`config.mk`:
```
export PLATFORM = sky130hd
export DESIGN_NAME = midi_stream_message_parser
export DESIGN_NICKNAME = d
export VERILOG_FILES = /design/src/msmp_pkg.sv /design/src/midi_stream_message_parser.sv /design/src/msmp_decode.sv
export VERILOG_INCLUDE_DIRS = /design/src /design/src/src
export SDC_FILE = /design/constraint.sdc
export NUM_CORES = 1
export LEC_CHECK = 0
export ABC_CLOCK_PERIOD_IN_PS = 4600
export BUFFER_PORTS_ARGS = -buffer_cell sky130_fd_sc_hd__buf_2
export CORE_MARGIN = 5
export CORE_UTILIZATION = 30
export DETAILED_ROUTE_END_ITERATION = 10
export PLACE_DENSITY = 0.57
export SYNTH_ARGS = -nofsm -noshare
export SYNTH_HDL_FRONTEND = slang
export SYNTH_HIERARCHICAL = 1
export SYNTH_SLANG_ARGS = --single-unit
```
`constraint.sdc`:
```
create_clock -name clk -period 4.6 [get_ports clk]
set_clock_uncertainty 0.05 [all_clocks]
set_input_delay 0.46 -clock clk [delete_from_list [all_inputs] [get_ports clk]]
set_output_delay 0.46 -clock clk [all_outputs]
set_load 0.1 [all_outputs]
```
`src/midi_stream_message_parser_defines.svh`:
```
// Assertion macros for the MIDI stream message parser.
`ifndef MIDI_STREAM_MESSAGE_PARSER_DEFINES_SVH
`define MIDI_STREAM_MESSAGE_PARSER_DEFINES_SVH

`ifndef ASSERT_OFF

// Checked on every clock edge outside reset.
`define MSMP_ASSERT(label, prop, msg) \
    label: assert property (@(posedge clk) disable iff (!rst_n) prop) else $error(msg);

// Checked on every clock edge, reset included.
`define MSMP_ASSERT_RST(label, prop, msg) \
    label: assert property (@(posedge clk) prop) else $error(msg);

`else

`define MSMP_ASSERT(label, prop, msg)
`define MSMP_ASSERT_RST(label, prop, msg)

`endif

`endif

```
`src/msmp_pkg.sv`:
```
// Types, codes and constants shared by the MIDI stream message parser.
package msmp_pkg;

    localparam int PORTS_DEF = 4;
    localparam logic [7:0] SYSEX_LIMIT_RST = 8'd200;

    // Status bytes and running status codes
    localparam logic [7:0] ST_NOTE_OFF   = 8'h80;
    localparam logic [7:0] ST_NOTE_ON    = 8'h90;
    localparam logic [7:0] ST_KEY_PRESS  = 8'hA0;
    localparam logic [7:0] ST_CTRL       = 8'hB0;
    localparam logic [7:0] ST_PROG       = 8'hC0;
    localparam logic [7:0] ST_CHAN_PRESS = 8'hD0;
    localparam logic [7:0] ST_BEND       = 8'hE0;
    localparam logic [7:0] ST_SYSEX      = 8'hF0;
    localparam logic [7:0] ST_SONG_POS   = 8'hF2;
    localparam logic [7:0] ST_SONG_SEL   = 8'hF3;
    localparam logic [7:0] ST_RT_FIRST   = 8'hF8;
    localparam logic [7:0] ST_CLOCK      = 8'hF8;
    localparam logic [7:0] ST_START      = 8'hFA;
    localparam logic [7:0] ST_CONT       = 8'hFB;
    localparam logic [7:0] ST_STOP       = 8'hFC;
    localparam logic [7:0] ST_SENSE      = 8'hFE;
    localparam logic [7:0] ST_RESET      = 8'hFF;
    localparam logic [7:0] RSTAT_CLEAR   = 8'h00;
    localparam logic [7:0] RSTAT_NONE    = 8'hFF;

    localparam logic [6:0] CTRL_MODE_FIRST = 7'd120;

    typedef enum logic [3:0] {
        PH_IDLE  = 4'b0001,
        PH_DATA0 = 4'b0010,
        PH_DATA1 = 4'b0100,
        PH_SYSEX = 4'b1000
    } phase_t;

    typedef enum logic [4:0] {
        KIND_NOTE_OFF       = 5'd0,
        KIND_NOTE_ON        = 5'd1,
        KIND_KEY_PRESS      = 5'd2,
        KIND_CTRL           = 5'd3,
        KIND_MODE_SOUND_OFF = 5'd4,
        KIND_MODE_RESET_CC  = 5'd5,
        KIND_MODE_LOCAL     = 5'd6,
        KIND_MODE_NOTES_OFF = 5'd7,
        KIND_MODE_OMNI_OFF  = 5'd8,
        KIND_MODE_OMNI_ON   = 5'd9,
        KIND_MODE_MONO      = 5'd10,
        KIND_MODE_POLY      = 5'd11,
        KIND_PROG           = 5'd12,
        KIND_CHAN_PRESS     = 5'd13,
        KIND_BEND           = 5'd14,
        KIND_SONG_POS       = 5'd15,
        KIND_SONG_SEL       = 5'd16,
        KIND_CLOCK          = 5'd17,
        KIND_START          = 5'd18,
        KIND_CONT           = 5'd19,
        KIND_STOP           = 5'd20,
        KIND_SENSE          = 5'd21,
        KIND_RESET          = 5'd22,
        KIND_SYSEX_BYTE     = 5'd23,
        KIND_SYSEX_END      = 5'd24
    } kind_t;

    typedef struct packed {
        logic [1:0] port;
        logic [7:0] rx_byte;
    } in_item_t;

    typedef struct packed {
        logic [1:0]  port_out;
        logic [4:0]  kind;
        logic [3:0]  channel;
        logic [7:0]  number;
        logic [13:0] value;
    } out_item_t;

    typedef struct packed {
        phase_t     phase;
        logic [7:0] rstat;
        logic       no_chan;
        logic [3:0] chan;
        logic [6:0] first_data;
        logic [7:0] sysex_count;
    } port_state_t;

    localparam port_state_t PORT_STATE_RST = '{
        phase:       PH_IDLE,
        rstat:       RSTAT_NONE,
        no_chan:     1'b0,
        chan:        4'd0,
        first_data:  7'd0,
        sysex_count: 8'd0
    };

endpackage

```
`src/midi_stream_message_parser.sv`:
```
// Top level of the multiport MIDI stream message parser.
//
//  channel  direction  handshake              payload
//  in       input      in_valid / in_stall    in_data   (port, rx_byte)
//  out      output     out_valid / out_stall  out_data  (port_out, kind, channel, number, value)
//  cfg      input      cfg_valid / cfg_ready  cfg_data  (sysex_limit)
//
// One byte per cycle while in_stall is low; an accepted byte is held in the input register
// and its event is then registered in the result register, from which it can be taken.
// Per-port parser state sits in flip-flops and is updated when the byte leaves
// the input register, so the next byte of the same port sees it at once.
// out_stall holds the result register; in_stall rises only when the byte in the
// input register has an event and the result register cannot take it.
// Reset puts every port idle with no running status, empties both registers and
// sets the sysex limit to 200.
`include "midi_stream_message_parser_defines.svh"

module midi_stream_message_parser #(
    parameter int PORTS = msmp_pkg::PORTS_DEF
) (
    input  logic                clk,
    input  logic                rst_n,
    input  logic                in_valid,
    output logic                in_stall,
    input  msmp_pkg::in_item_t  in_data,
    output logic                out_valid,
    input  logic                out_stall,
    output msmp_pkg::out_item_t out_data,
    input  logic                cfg_valid,
    output logic                cfg_ready,
    input  logic [7:0]          cfg_data
);

    localparam int PORT_IDX_W = (PORTS > 1) ? $clog2(PORTS) : 1;

    logic                  s1_valid_reg;
    msmp_pkg::in_item_t    s1_item_reg;
    logic                  out_valid_reg;
    msmp_pkg::out_item_t   out_item_reg;
    logic [7:0]            sysex_limit_reg;
    msmp_pkg::port_state_t state_reg [PORTS];

    logic [PORT_IDX_W-1:0] s1_idx;
    logic                  in_range;
    msmp_pkg::port_state_t cur_state;
    msmp_pkg::port_state_t state_next;
    logic                  dec_valid;
    msmp_pkg::out_item_t   dec_ev;
    logic                  ev_valid;
    logic                  out_free;
    logic                  s1_adv;
    logic                  in_accept;

    assign s1_idx    = PORT_IDX_W'(s1_item_reg.port);
    assign in_range  = 32'(s1_item_reg.port) < PORTS;
    assign cur_state = state_reg[s1_idx];

    msmp_decode u_decode (
        .cur         (cur_state),
        .port        (s1_item_reg.port),
        .rx_byte     (s1_item_reg.rx_byte),
        .sysex_limit (sysex_limit_reg),
        .nxt         (state_next),
        .ev_valid    (dec_valid),
        .ev          (dec_ev)
    );

    assign ev_valid  = dec_valid && in_range;
    assign out_free  = !out_valid_reg || !out_stall;
    assign s1_adv    = s1_valid_reg && (!ev_valid || out_free);
    assign in_stall  = s1_valid_reg && !s1_adv;
    assign in_accept = in_valid && !in_stall;

    assign out_valid = out_valid_reg;
    assign out_data  = out_item_reg;
    assign cfg_ready = 1'b1;

    always_ff @(posedge clk or negedge rst_n)
    begin
        if (!rst_n)
        begin
            s1_valid_reg  <= 1'b0;
            out_valid_reg <= 1'b0;
        end
        else
        begin
            if (in_accept)
            begin
                s1_valid_reg <= 1'b1;
            end
            else if (s1_adv)
            begin
                s1_valid_reg <= 1'b0;
            end
            if (s1_adv && ev_valid)
            begin
                out_valid_reg <= 1'b1;
            end
            else if (!out_stall)
            begin
                out_valid_reg <= 1'b0;
            end
        end
    end

    always_ff @(posedge clk)
    begin
        if (in_accept)
        begin
            s1_item_reg <= in_data;
        end
        if (s1_adv && ev_valid)
        begin
            out_item_reg <= dec_ev;
        end
    end

    always_ff @(posedge clk or negedge rst_n)
    begin
        if (!rst_n)
        begin
            sysex_limit_reg <= msmp_pkg::SYSEX_LIMIT_RST;
        end
        else if (cfg_valid && cfg_ready)
        begin
            sysex_limit_reg <= cfg_data;
        end
    end

    always_ff @(posedge clk or negedge rst_n)
    begin
        if (!rst_n)
        begin
            for (int i = 0; i < PORTS; i++)
            begin
                state_reg[i] <= msmp_pkg::PORT_STATE_RST;
            end
        end
        else
        begin
            for (int i = 0; i < PORTS; i++)
            begin
                if (s1_adv && in_range && (s1_idx == PORT_IDX_W'(i)))
                begin
                    state_reg[i] <= state_next;
                end
            end
        end
    end

    `MSMP_ASSERT(a_event_reaches_output, s1_adv && ev_valid |=> out_valid_reg, "decoded event was not registered")
    `MSMP_ASSERT(a_stall_needs_item, in_stall |-> s1_valid_reg && ev_valid && out_valid_reg, "input stalled without a blocked event")
    `MSMP_ASSERT(a_sysex_status, s1_valid_reg && in_range && (cur_state.phase == msmp_pkg::PH_SYSEX) |-> (cur_state.rstat == msmp_pkg::ST_SYSEX), "sysex phase without sysex status")
    `MSMP_ASSERT_RST(a_reset_empty, !rst_n |=> !out_valid_reg && !s1_valid_reg, "pipeline not empty after reset")

endmodule

```
`src/msmp_decode.sv`:
```
// Per-byte decode: next port state and the event, if any, for one MIDI byte.
module msmp_decode (
    input  msmp_pkg::port_state_t cur,
    input  logic [1:0]            port,
    input  logic [7:0]            rx_byte,
    input  logic [7:0]            sysex_limit,
    output msmp_pkg::port_state_t nxt,
    output logic                  ev_valid,
    output msmp_pkg::out_item_t   ev
);

    logic [6:0]          d;
    logic                short_msg;
    logic                msg_done;
    logic [6:0]          msg_d0;
    logic [6:0]          msg_d1;
    logic                msg_valid;
    msmp_pkg::out_item_t msg_ev;

    assign d = rx_byte[6:0];
    assign short_msg = (cur.rstat == msmp_pkg::ST_SONG_SEL) ||
                       (cur.rstat == msmp_pkg::ST_PROG) ||
                       (cur.rstat == msmp_pkg::ST_CHAN_PRESS);
    assign msg_d0 = (cur.phase == msmp_pkg::PH_DATA0) ? d : cur.first_data;
    assign msg_d1 = (cur.phase == msmp_pkg::PH_DATA0) ? 7'd0 : d;
    assign msg_done = !rx_byte[7] &&
                      (((cur.phase == msmp_pkg::PH_DATA0) && short_msg) ||
                       (cur.phase == msmp_pkg::PH_DATA1));

    // Complete message from running status and its data bytes
    always_comb
    begin
        msg_valid       = 1'b1;
        msg_ev          = '0;
        msg_ev.port_out = port;
        msg_ev.channel  = cur.chan;
        msg_ev.number   = {1'b0, msg_d0};
        msg_ev.value    = {7'd0, msg_d1};
        unique case (cur.rstat)
            msmp_pkg::ST_SONG_POS:
            begin
                msg_ev.kind    = msmp_pkg::KIND_SONG_POS;
                msg_ev.channel = 4'd0;
                msg_ev.number  = 8'd0;
                msg_ev.value   = {msg_d1, msg_d0};
            end
            msmp_pkg::ST_SONG_SEL:
            begin
                msg_ev.kind    = msmp_pkg::KIND_SONG_SEL;
                msg_ev.channel = 4'd0;
                msg_ev.value   = 14'd0;
            end
            msmp_pkg::ST_NOTE_OFF:
            begin
                msg_ev.kind = msmp_pkg::KIND_NOTE_OFF;
            end
            msmp_pkg::ST_NOTE_ON:
            begin
                // velocity zero is a release
                msg_ev.kind = (msg_d1 == 7'd0) ? msmp_pkg::KIND_NOTE_OFF
                                               : msmp_pkg::KIND_NOTE_ON;
            end
            msmp_pkg::ST_KEY_PRESS:
            begin
                msg_ev.kind = msmp_pkg::KIND_KEY_PRESS;
            end
            msmp_pkg::ST_CTRL:
            begin
                if (msg_d0 < msmp_pkg::CTRL_MODE_FIRST)
                begin
                    msg_ev.kind = msmp_pkg::KIND_CTRL;
                end
                else
                begin
                    // controllers 120..127 differ only in the low three bits
                    msg_ev.kind = 5'(msmp_pkg::KIND_MODE_SOUND_OFF) + 5'(msg_d0[2:0]);
                end
            end
            msmp_pkg::ST_PROG:
            begin
                msg_ev.kind   = msmp_pkg::KIND_PROG;
                msg_ev.number = 8'd0;
                msg_ev.value  = {7'd0, msg_d0};
            end
            msmp_pkg::ST_CHAN_PRESS:
            begin
                msg_ev.kind   = msmp_pkg::KIND_CHAN_PRESS;
                msg_ev.number = 8'd0;
                msg_ev.value  = {7'd0, msg_d0};
            end
            msmp_pkg::ST_BEND:
            begin
                msg_ev.kind   = msmp_pkg::KIND_BEND;
                msg_ev.number = 8'd0;
                msg_ev.value  = {msg_d1, msg_d0};
            end
            default:
            begin
                msg_valid = 1'b0;
            end
        endcase
    end

    always_comb
    begin
        nxt         = cur;
        ev_valid    = 1'b0;
        ev          = '0;
        ev.port_out = port;
        if (rx_byte[7])
        begin
            if (rx_byte >= msmp_pkg::ST_RT_FIRST)
            begin
                // realtime leaves the parser alone; system reset does not
                ev_valid = 1'b1;
                unique case (rx_byte)
                    msmp_pkg::ST_CLOCK: ev.kind = msmp_pkg::KIND_CLOCK;
                    msmp_pkg::ST_START: ev.kind = msmp_pkg::KIND_START;
                    msmp_pkg::ST_CONT:  ev.kind = msmp_pkg::KIND_CONT;
                    msmp_pkg::ST_STOP:  ev.kind = msmp_pkg::KIND_STOP;
                    msmp_pkg::ST_SENSE: ev.kind = msmp_pkg::KIND_SENSE;
                    msmp_pkg::ST_RESET:
                    begin
                        ev.kind     = msmp_pkg::KIND_RESET;
                        nxt.no_chan = 1'b1;
                        nxt.rstat   = msmp_pkg::RSTAT_CLEAR;
                        nxt.phase   = msmp_pkg::PH_IDLE;
                    end
                    default:            ev_valid = 1'b0;
                endcase
            end
            else
            begin
                if (cur.phase == msmp_pkg::PH_SYSEX)
                begin
                    ev_valid = 1'b1;
                    ev.kind  = msmp_pkg::KIND_SYSEX_END;
                    ev.value = {6'd0, cur.sysex_count};
                end
                if (rx_byte == msmp_pkg::ST_SYSEX)
                begin
                    nxt.sysex_count = 8'd0;
                    nxt.no_chan     = 1'b1;
                    nxt.rstat       = msmp_pkg::ST_SYSEX;
                    nxt.phase       = msmp_pkg::PH_SYSEX;
                end
                else if ((rx_byte == msmp_pkg::ST_SONG_POS) ||
                         (rx_byte == msmp_pkg::ST_SONG_SEL))
                begin
                    nxt.no_chan = 1'b1;
                    nxt.rstat   = rx_byte;
                    nxt.phase   = msmp_pkg::PH_DATA0;
                end
                else if (rx_byte >= msmp_pkg::ST_SYSEX)
                begin
                    nxt.no_chan = 1'b1;
                    nxt.rstat   = msmp_pkg::RSTAT_CLEAR;
                    nxt.phase   = msmp_pkg::PH_IDLE;
                end
                else
                begin
                    nxt.no_chan = 1'b0;
                    nxt.chan    = rx_byte[3:0];
                    nxt.rstat   = {rx_byte[7:4], 4'h0};
                    nxt.phase   = msmp_pkg::PH_DATA0;
                end
            end
        end
        else
        begin
            unique case (cur.phase)
                msmp_pkg::PH_DATA0:
                begin
                    nxt.first_data = d;
                    if (!short_msg)
                    begin
                        nxt.phase = msmp_pkg::PH_DATA1;
                    end
                end
                msmp_pkg::PH_SYSEX:
                begin
                    if (cur.sysex_count < sysex_limit)
                    begin
                        ev_valid        = 1'b1;
                        ev.kind         = msmp_pkg::KIND_SYSEX_BYTE;
                        ev.number       = cur.sysex_count;
                        ev.value        = {7'd0, d};
                        nxt.sysex_count = cur.sysex_count + 8'd1;
                    end
                end
                default:
                begin
                end
            endcase
            if (msg_done)
            begin
                ev_valid  = msg_valid;
                ev        = msg_ev;
                nxt.phase = cur.no_chan ? msmp_pkg::PH_IDLE : msmp_pkg::PH_DATA0;
            end
        end
    end

endmodule

```
== Yosys cells after proc, flatten, opt, wreduce, memory -nomap -nowiden ==
Cells that the tools add are included.
Storage, ports and cells
  bits in registers: 181
  input bits: 23
  output and inout port bits: 36
  logic and storage cells: 156
Cells by class
  $add $sub $neg: 2
  magnitude comparators: 5
  equal/unequal tests: 25
  muxes and demuxes: 56
  bitwise gates (word level): 2
  reduce and logical (&&, ||, !) cells: 32
Operator list (count)
  equality test 8 bit, second input constant: 18
  two-way mux 13 bit: 5
  binary-select mux 32 bit (select 2 bit): 1
  two-way mux 32 bit: 2
  two-way mux 8 bit: 6
  two-way mux 22 bit: 2
  one-hot mux 14 bit (3 select lines): 1
  one-hot mux 5 bit (8 select lines): 1
  two-way mux 4 bit: 9
  two-way mux 31 bit: 1
  two-way mux 5 bit: 6
  one-hot mux 5 bit (6 select lines): 1
  two-way mux 14 bit: 2
  two-way mux 7 bit: 4
  >= comparator 8 bit, second input constant: 2
  two-way mux 1 bit: 13
  two-way mux 11 bit: 1
  logical AND 1 bit: 10
  OR reduction 9 bit: 1
  adder 8 x 1 -> 8 bit, second input constant: 1
  < comparator 8 bit: 1
  OR reduction 4 bit: 2
  zero test 7 bit: 1
  < comparator 7 bit, second input constant: 1
  17 further kinds: 30

== Logic depth before layout (Yosys ltp) ==
Gate-level depths: netlist of run 1.
  word-level depth: 20
  depth in mapped cells: 15
  gate-level depth less buffers: 10

== Modules after synthesis ==
The synthesis of run 1 kept the hierarchy.
Modules (own cells, without submodules)
  midi_stream_message_parser: times used 1, cells an instance 388, area each 7432.1 sq um, seq. area each 4793.3 sq um
  msmp_decode: times used 1, cells an instance 274, area each 1682.9 sq um, seq. area each 0.0 sq um

== Least setup slack after synthesis of run 1 ==
Ideal clock, no wire load.
  kind: reg2reg
  from: register s1_item_reg (netlist bit s1_idx[0])
  to: register out_item_reg (netlist bit out_data[0]), enable pin
  setup time: 0.434 ns
  data arrival time: 4.592 ns
  required time: 4.116 ns
  path slack: -0.476 ns
  stages on the path, launching flop included: 13
  buffers on the path: 3
  period minus slack after synthesis: 5.076 ns
  cells stage by stage: edfxtp_1 buf_4 buf_2 mux4_2 ha_1 a211oi_1 o21ai_0 a211oi_2 buf_2 nor3_1 o31ai_1 nand2_1 a21oi_1
RTL lines
  from (decl): line midi_stream_message_parser.sv:37  | msmp_pkg::in_item_t s1_item_reg;
  from (signal assigned): line midi_stream_message_parser.sv:110  | s1_item_reg <= in_data;
  to (signal assigned): line midi_stream_message_parser.sv:114  | out_item_reg <= dec_ev;
  to (decl): line midi_stream_message_parser.sv:39  | msmp_pkg::out_item_t out_item_reg;

==> results of run 1 <==
cell families after synthesis:
kind of cell	count (synthesis)	synth area share
adder cells (fa/ha/maj)	9	0.0124
multiplexers	182	0.276
XOR/XNOR	2	0.00192
AO/OA/AOI/OAI	86	0.0609
flip-flops	181	0.526
other	1	0.000411
AND/OR/NAND/NOR	139	0.0844
buffers and inverters	62	0.0383
layout make-up:
cell class              instances  share of cell area
clock buffers                  17              0.0405
clock inverters                15              0.0173
inverters                      19             0.00680
multi-input cells             419               0.381
flip-flops and latches        181               0.457
well taps                     390              0.0465
repair buffers                 81              0.0512
worst reg2reg max path, cell delays in order (launching register included):
cell      delay (ns)
edfxtp_1        0.69
buf_4           0.25
mux4_2          0.44
ha_1            0.34
nand2_1         0.06
o21ai_0         0.32
a211oi_2        0.09
nor3_1          0.25
o31ai_1         0.15
and3_4          0.20
or4b_4          0.82
mux2_4          0.44
per-stage QoR:
step / cell area (um2) / util / hold slack (ns)
floorplan: 9120 / - / 0.114
global placement: 9880 / 0.332 / 0.416
detailed placement: 9880 / 0.332 / 0.428
CTS: 10500 / 0.352 / 0.134
global route: 10500 / 0.352 / 0.139
finish: 10500 / 0.352 / 0.120
metal layers:
metal	vias to the layer above	wire length [um]	GRT usage
met4	0	369	0.0402
li1	2594	-	-
met3	25	1020	0.0243
met5	-	0	0
met2	158	10100	0.204
met1	2981	10700	0.195
placed cells by master, fill, tap and decap left out, drive strengths merged, types with 3 or more instances in the layout:
cell type and instances:
ha 9, clkbuf 17, edfxtp 43, nor3b 3, nand4 12, a22o 4
mux2 143, inv 26, mux2i 7, nor2b 4, o21ai 29, nor4b 3
dfstp 39, nand2 44, nor3 11, a22oi 8, buf 81, and3 13
mux4 32, nor2 20, clkinv 8, a31oi 4, or3 4, a21oi 19
and2 10, nand3 3, dfrtp 99, o31ai 4, nand2b 4
worst paths after layout:
| check | endpoint | slack [ns] | cells past startpoint |
|---|---|---|---|
| min in group clk | s1_idx[1] | 0.15 | 1 |
| hold reg to reg | state_reg[32] | 0.45 | 1 |
| max in group asynchronous | state_reg[122] | 3.33 | 2 |
| setup reg to reg | state_reg[126] | 0.40 | 11 |
| setup / recovery | in_stall | 0.34 | 10 |
| hold / removal | state_reg[38] | 0.12 | 1 |
power breakdown:
group / internal, W / switching [W]
combinational: 0.000552 / 0.000624
sequential: 0.00197 / 0.000142
clock: 0.000741 / 0.000726
total: 0.00326 / 0.00149
==> results.py, run 1 <==
metrics = {
    "run_status": {
        "status": "finished clean",
    },
    "synth": {
        "synthTopCellsByCount": "mux2_2 (111), dfrtp_1 (99), nand2_1 (44)",
        "syn_inst": 662,
        "synth-seq-cells": 181,
        "synth_flop_cell": "dfrtp_1",
        "yosysTopAreaCellShare": 0.272,
        "syn_area_um2": 9110,
        "yosysMostFrequentCell": "mux2_2",
        "netlist_top_cells_area": "dfrtp_1 (27%), edfxtp_1 (14%), mux2_2 (14%), dfstp_2 (11%), mux4_2 (7.9%)",
        "synth_cell_type_count": 65,
        "syn_nets": 694,
        "syn_avg_cell_area_um2": 13.8,
        "synth.yosys.warnings": 6,
        "synth-edff-count": 43,
        "ys_async_sr_fraction": 0.762,
        "yosysSeqAreaShare": 0.526,
        "yosys.area.top_type": "dfrtp_1",
    },
    "cells_and_area": {
        "antenna_cells": 0,
        "largest_reg_flops": 128,
        "final_cells": 1122,
        "multi_input_area_um2": 4000,
        "nNetsFinal": 751,
        "drive_gt1_frac": 0.462,
        "seq_area_um2": 4790,
        "n_fill_cell": 2904,
        "area_delta_synth_final_pct": 15.1,
    },
    "floorplan": {
        "fp.dieH_um": 184,
        "dieArea_um2": 34000,
        "core_area_um2": 29800,
        "dieWidth_um": 184,
        "rows": 63,
        "initial_core_util": 0.306,
        "io-pin-count": 59,
    },
    "clocking": {
        "cts.clk_slew.worst_paths_ns": 0.07,
        "cts_hold_buf": 0,
        "cts_setup_buffers": 0,
        "clk_latency_ns": 0.44,
        "cts_root_buf": "clkbuf_16",
        "cts.sinks": 181,
        "cts_buffers": 17,
        "cts_tree": "done",
        "clockBufferDepth": 2,
        "htreeDepth": 4,
        "post_cts_resized": 0,
    },
    "placed_design": {
        "placed_cells": 1090,
        "routabilityCongestion": 0.868,
        "port_buffers": 57,
        "pre_cts_slack_ns": 0.437,
        "dpl.hpwl_mm": 14.6,
    },
    "critical_path": {
        "setup.worst_path.start_class": "flip-flop",
        "slowest_delay_ns": 0.69,
        "cp-end-kind": "primary output",
        "critPathTopFamily": "simple AND/OR/NAND/NOR gates",
        "cp.required_ns": 4.09,
        "crit_start": "s1_idx[1]",
        "slowest_stage": "edfxtp_1",
        "crit_top_cell": "buf_12",
        "critPathBufInv": 4,
        "r2r-start": "s1_idx[1]",
        "crit_chain": "buf_12, mux4_2, or4b_1, nor2_8, a31oi_1, o31ai_1, buf_4, nand4_1, inv_1, buf_12",
        "path_class": "reg -> out",
        "critPathMaxFanout": 26,
        "worst_ep_arrival_time_ns": 3.75,
    },
    "sta": {
        "rsz0062_at_grt": "false",
        "finalHoldViolCount": 0,
        "slew_viol_final": 0,
        "tns_ns": 0,
        "finalSetupViolCount": 0,
        "fin_crit_sh": 0.926,
        "timing.fmax_ghz": 0.235,
        "tightest_slew_ns": 0.978,
        "finalCriticalPeriod_ns": 4.26,
        "relSlewSlack": 0.348,
        "layout_setup_ws_ns": 0.342,
    },
    "global_route": {
        "grtUsageTotal": 0.134,
        "grt_max_degree": 108,
        "grt_pass1_vias": 5821,
        "grt.overflow.total": 0,
        "antenna_found_initial": 0,
        "grt_pass1_wl_mm": 35.1,
    },
    "detailed_routing": {
        "drt_first_pass_iters": 5,
        "drt_wl_total_mm": 22.2,
        "drtIter0Drc": 489,
        "dr_total_vias": 5758,
        "wl_per_cell_um": 19.8,
        "drc": 0,
        "ant_nets": 0,
        "routed_via_density": 5.13,
    },
    "power": {
        "ir_drop_uv": 198,
        "p_per_area_nw_per_um2": 453,
        "p_leak_nw": 4.46,
        "power_w": 0.00475,
    },
    "run": {
        "maxCapViolations": 0,
    },
    "hold_path": {
        "hold_path_class": "in -> async",
    },
}
Power figures use the tool's default switching activity.
==> inputs of run 2 (changes only) <==
--- a/config.mk
+++ b/config.mk
@@ -8,8 +8,10 @@
 export LEC_CHECK = 0
 export ABC_CLOCK_PERIOD_IN_PS = 4600
 export BUFFER_PORTS_ARGS = -buffer_cell sky130_fd_sc_hd__buf_2
+export CORE_ASPECT_RATIO = 1.5
 export CORE_MARGIN = 5
 export CORE_UTILIZATION = 30
+export CTS_CLUSTER_DIAMETER = 100
 export DETAILED_ROUTE_END_ITERATION = 10
 export PLACE_DENSITY = 0.57
 export SYNTH_ARGS = -nofsm -noshare
==> results.py, run 2 (synthesis gave the netlist of run 1 again) <==
metrics = {
    "critical_path": {
        "slowest_stage": "or4b_4",
        "r2r_setup_slack_ns": 0.30,
        "cp-end-kind": "flip-flop",
        "setup.worst_path.start_class": "flip-flop",
        "path_class": "reg -> reg",
        "slowest_delay_ns": 0.80,
        "cp.required_ns": 4.87,
        "crit_chain": "buf_12, mux4_2, ha_1, nand2_1, o21ai_0, a211oi_2, nor3_1, o31ai_2, and3_4, or4b_4, mux2_4",
        "critPathBufInv": 1,
        "worst_ep_arrival_time_ns": 4.57,
        "r2r-start": "s1_idx[0]",
        "r2r-end": "state_reg[107]",
        "critPathTopFamily": "simple AND/OR/NAND/NOR gates",
        "reg2reg_depth": 11,
        "critPathMaxFanout": 32,
    },
    "sta": {
        "finalCriticalPeriod_ns": 4.30,
        "finalSetupViolCount": 0,
        "hold_slack_ns": 0.0698,
        "fin_crit_sh": 0.935,
        "slew_viol_final": 0,
        "finalHoldViolCount": 0,
        "relSlewSlack": 0.352,
        "timing.fmax_ghz": 0.233,
        "tns_ns": 0,
        "tightest_slew_ns": 0.972,
        "rsz0062_at_grt": "false",
    },
    "global_route": {
        "grt_pass1_wl_mm": 35.0,
        "grtUsageTotal": 0.133,
        "grt.overflow.total": 0,
        "grt_pass1_vias": 6017,
        "antenna_found_initial": 0,
        "grt_max_degree": 103,
    },
    "cells_and_area": {
        "most-common-layout-cells": "mux2_2 (111), dfrtp_1 (99), buf_2 (55), nand2_1 (44), edfxtp_1 (43)",
        "n_fill_cell": 2913,
        "area_delta_synth_final_pct": 14.7,
        "largest_reg_flops": 128,
        "final_common_cell": "mux2_2",
        "antenna_cells": 0,
        "nNetsFinal": 748,
        "multi_input_area_um2": 4000,
        "seq_area_um2": 4790,
        "drive_gt1_frac": 0.457,
        "final_cells": 1129,
        "fin_util": 0.347,
    },
    "power": {
        "switchingPower_w": 0.00139,
        "p_int_w": 0.00329,
        "swShare": 0.297,
        "p_per_area_nw_per_um2": 447,
        "p_leak_nw": 4.42,
        "power_w": 0.00468,
        "power.combinational.fraction": 0.251,
        "pwr-share-clk": 0.297,
        "pwr-share-seq": 0.452,
        "ir_drop_uv": 267,
    },
    "placed_design": {
        "routabilityCongestion": 0.865,
        "port_buffers": 57,
        "dpl.hpwl_mm": 15.4,
        "placed_cells": 1097,
    },
    "detailed_routing": {
        "drt_first_pass_iters": 4,
        "drt_wl_total_mm": 22.0,
        "dr_total_vias": 5599,
        "ant_nets": 0,
        "drtIter0Drc": 427,
        "routed_via_density": 4.96,
        "drc": 0,
        "wl_per_cell_um": 19.5,
    },
    "hold_path": {
        "hold_path_class": "in -> async",
    },
    "run_status": {
        "status": "finished clean",
    },
    "clocking": {
        "cts.sinks": 181,
        "cts_tree": "done",
        "clk_latency_ns": 0.44,
        "post_cts_resized": 0,
        "cts.clk_slew.worst_paths_ns": 0.07,
        "cts_setup_buffers": 0,
        "htreeDepth": 4,
        "clockBufferDepth": 2,
        "cts_root_buf": "clkbuf_16",
        "cts_buffers": 17,
        "cts_hold_buf": 0,
    },
    "run": {
        "maxCapViolations": 0,
    },
    "floorplan": {
        "io-pin-count": 59,
        "fp.dieH_um": 223,
        "initial_core_util": 0.302,
        "core_area_um2": 30200,
        "dieWidth_um": 152,
        "rows": 78,
        "dieArea_um2": 34000,
    },
}
==> run 2: routing by layer <==
layer / share of wire / wire length (um) / vias up / global-route usage
met5: 0 / 0 / - / 0
met4: 0.025 / 562 / 0 / 0.0554
met3: 0.033 / 734 / 35 / 0.0270
met2: 0.55 / 12200 / 120 / 0.247
met1: 0.39 / 8570 / 2862 / 0.147
li1: - / - / 2582 / -
==> run 2: power by group through the flow <==
stage	clock [W]	combinational, W	sequential (W)
4_1_cts	0.00143	0.00118	0.00212
3_5_place_dp	0	0.00118	0.00214
2_1_floorplan	0	0.000844	0.00217
3_3_place_gp	0	0.00116	0.00213
5_1_grt	0.00149	0.00127	0.00215
6_report	0.00139	0.00117	0.00212
==> run 2: worst register-to-register path: stages, from the launching register on <==
cell	delay (ns)
edfxtp_1	0.40
buf_12	0.26
mux4_2	0.63
ha_1	0.33
nand2_1	0.10
o21ai_0	0.32
a211oi_2	0.10
nor3_1	0.36
o31ai_2	0.16
and3_4	0.20
or4b_4	0.80
mux2_4	0.47
==> run 2: per-stage QoR <==
step / setup slack [ns] / instance area [um2]
5_1_grt: 0.0837 / 10500
6_report: 0.301 / 10500
3_3_place_gp: 0.325 / 9890
4_1_cts: 0.202 / 10500
2_1_floorplan: 0.253 / 9120
3_5_place_dp: 0.285 / 9890
==> run 2: worst max path at each step <==
stage	from	endpoint	cells past startpoint
final	s1_idx[0]	state_reg[107]	11
after global routing	s1_idx[0]	state_reg[100]	11
after global placement	s1_idx[0]	state_reg[113]	11
after floorplan	s1_idx[0]	out_data[0]	12
after CTS	s1_idx[0]	in_stall	10
after detailed placement	s1_idx[0]	state_reg[107]	11
==> run 2: cell type report <==
| cell class | count | area share |
|---|---|---|
| clock inverters | 12 | 0.0102 |
| flip-flops and latches | 181 | 0.458 |
| repair buffers | 78 | 0.0504 |
| well taps | 400 | 0.0479 |
| multi-input cells | 419 | 0.383 |
| clock buffers | 20 | 0.0437 |
| inverters | 19 | 0.00682 |
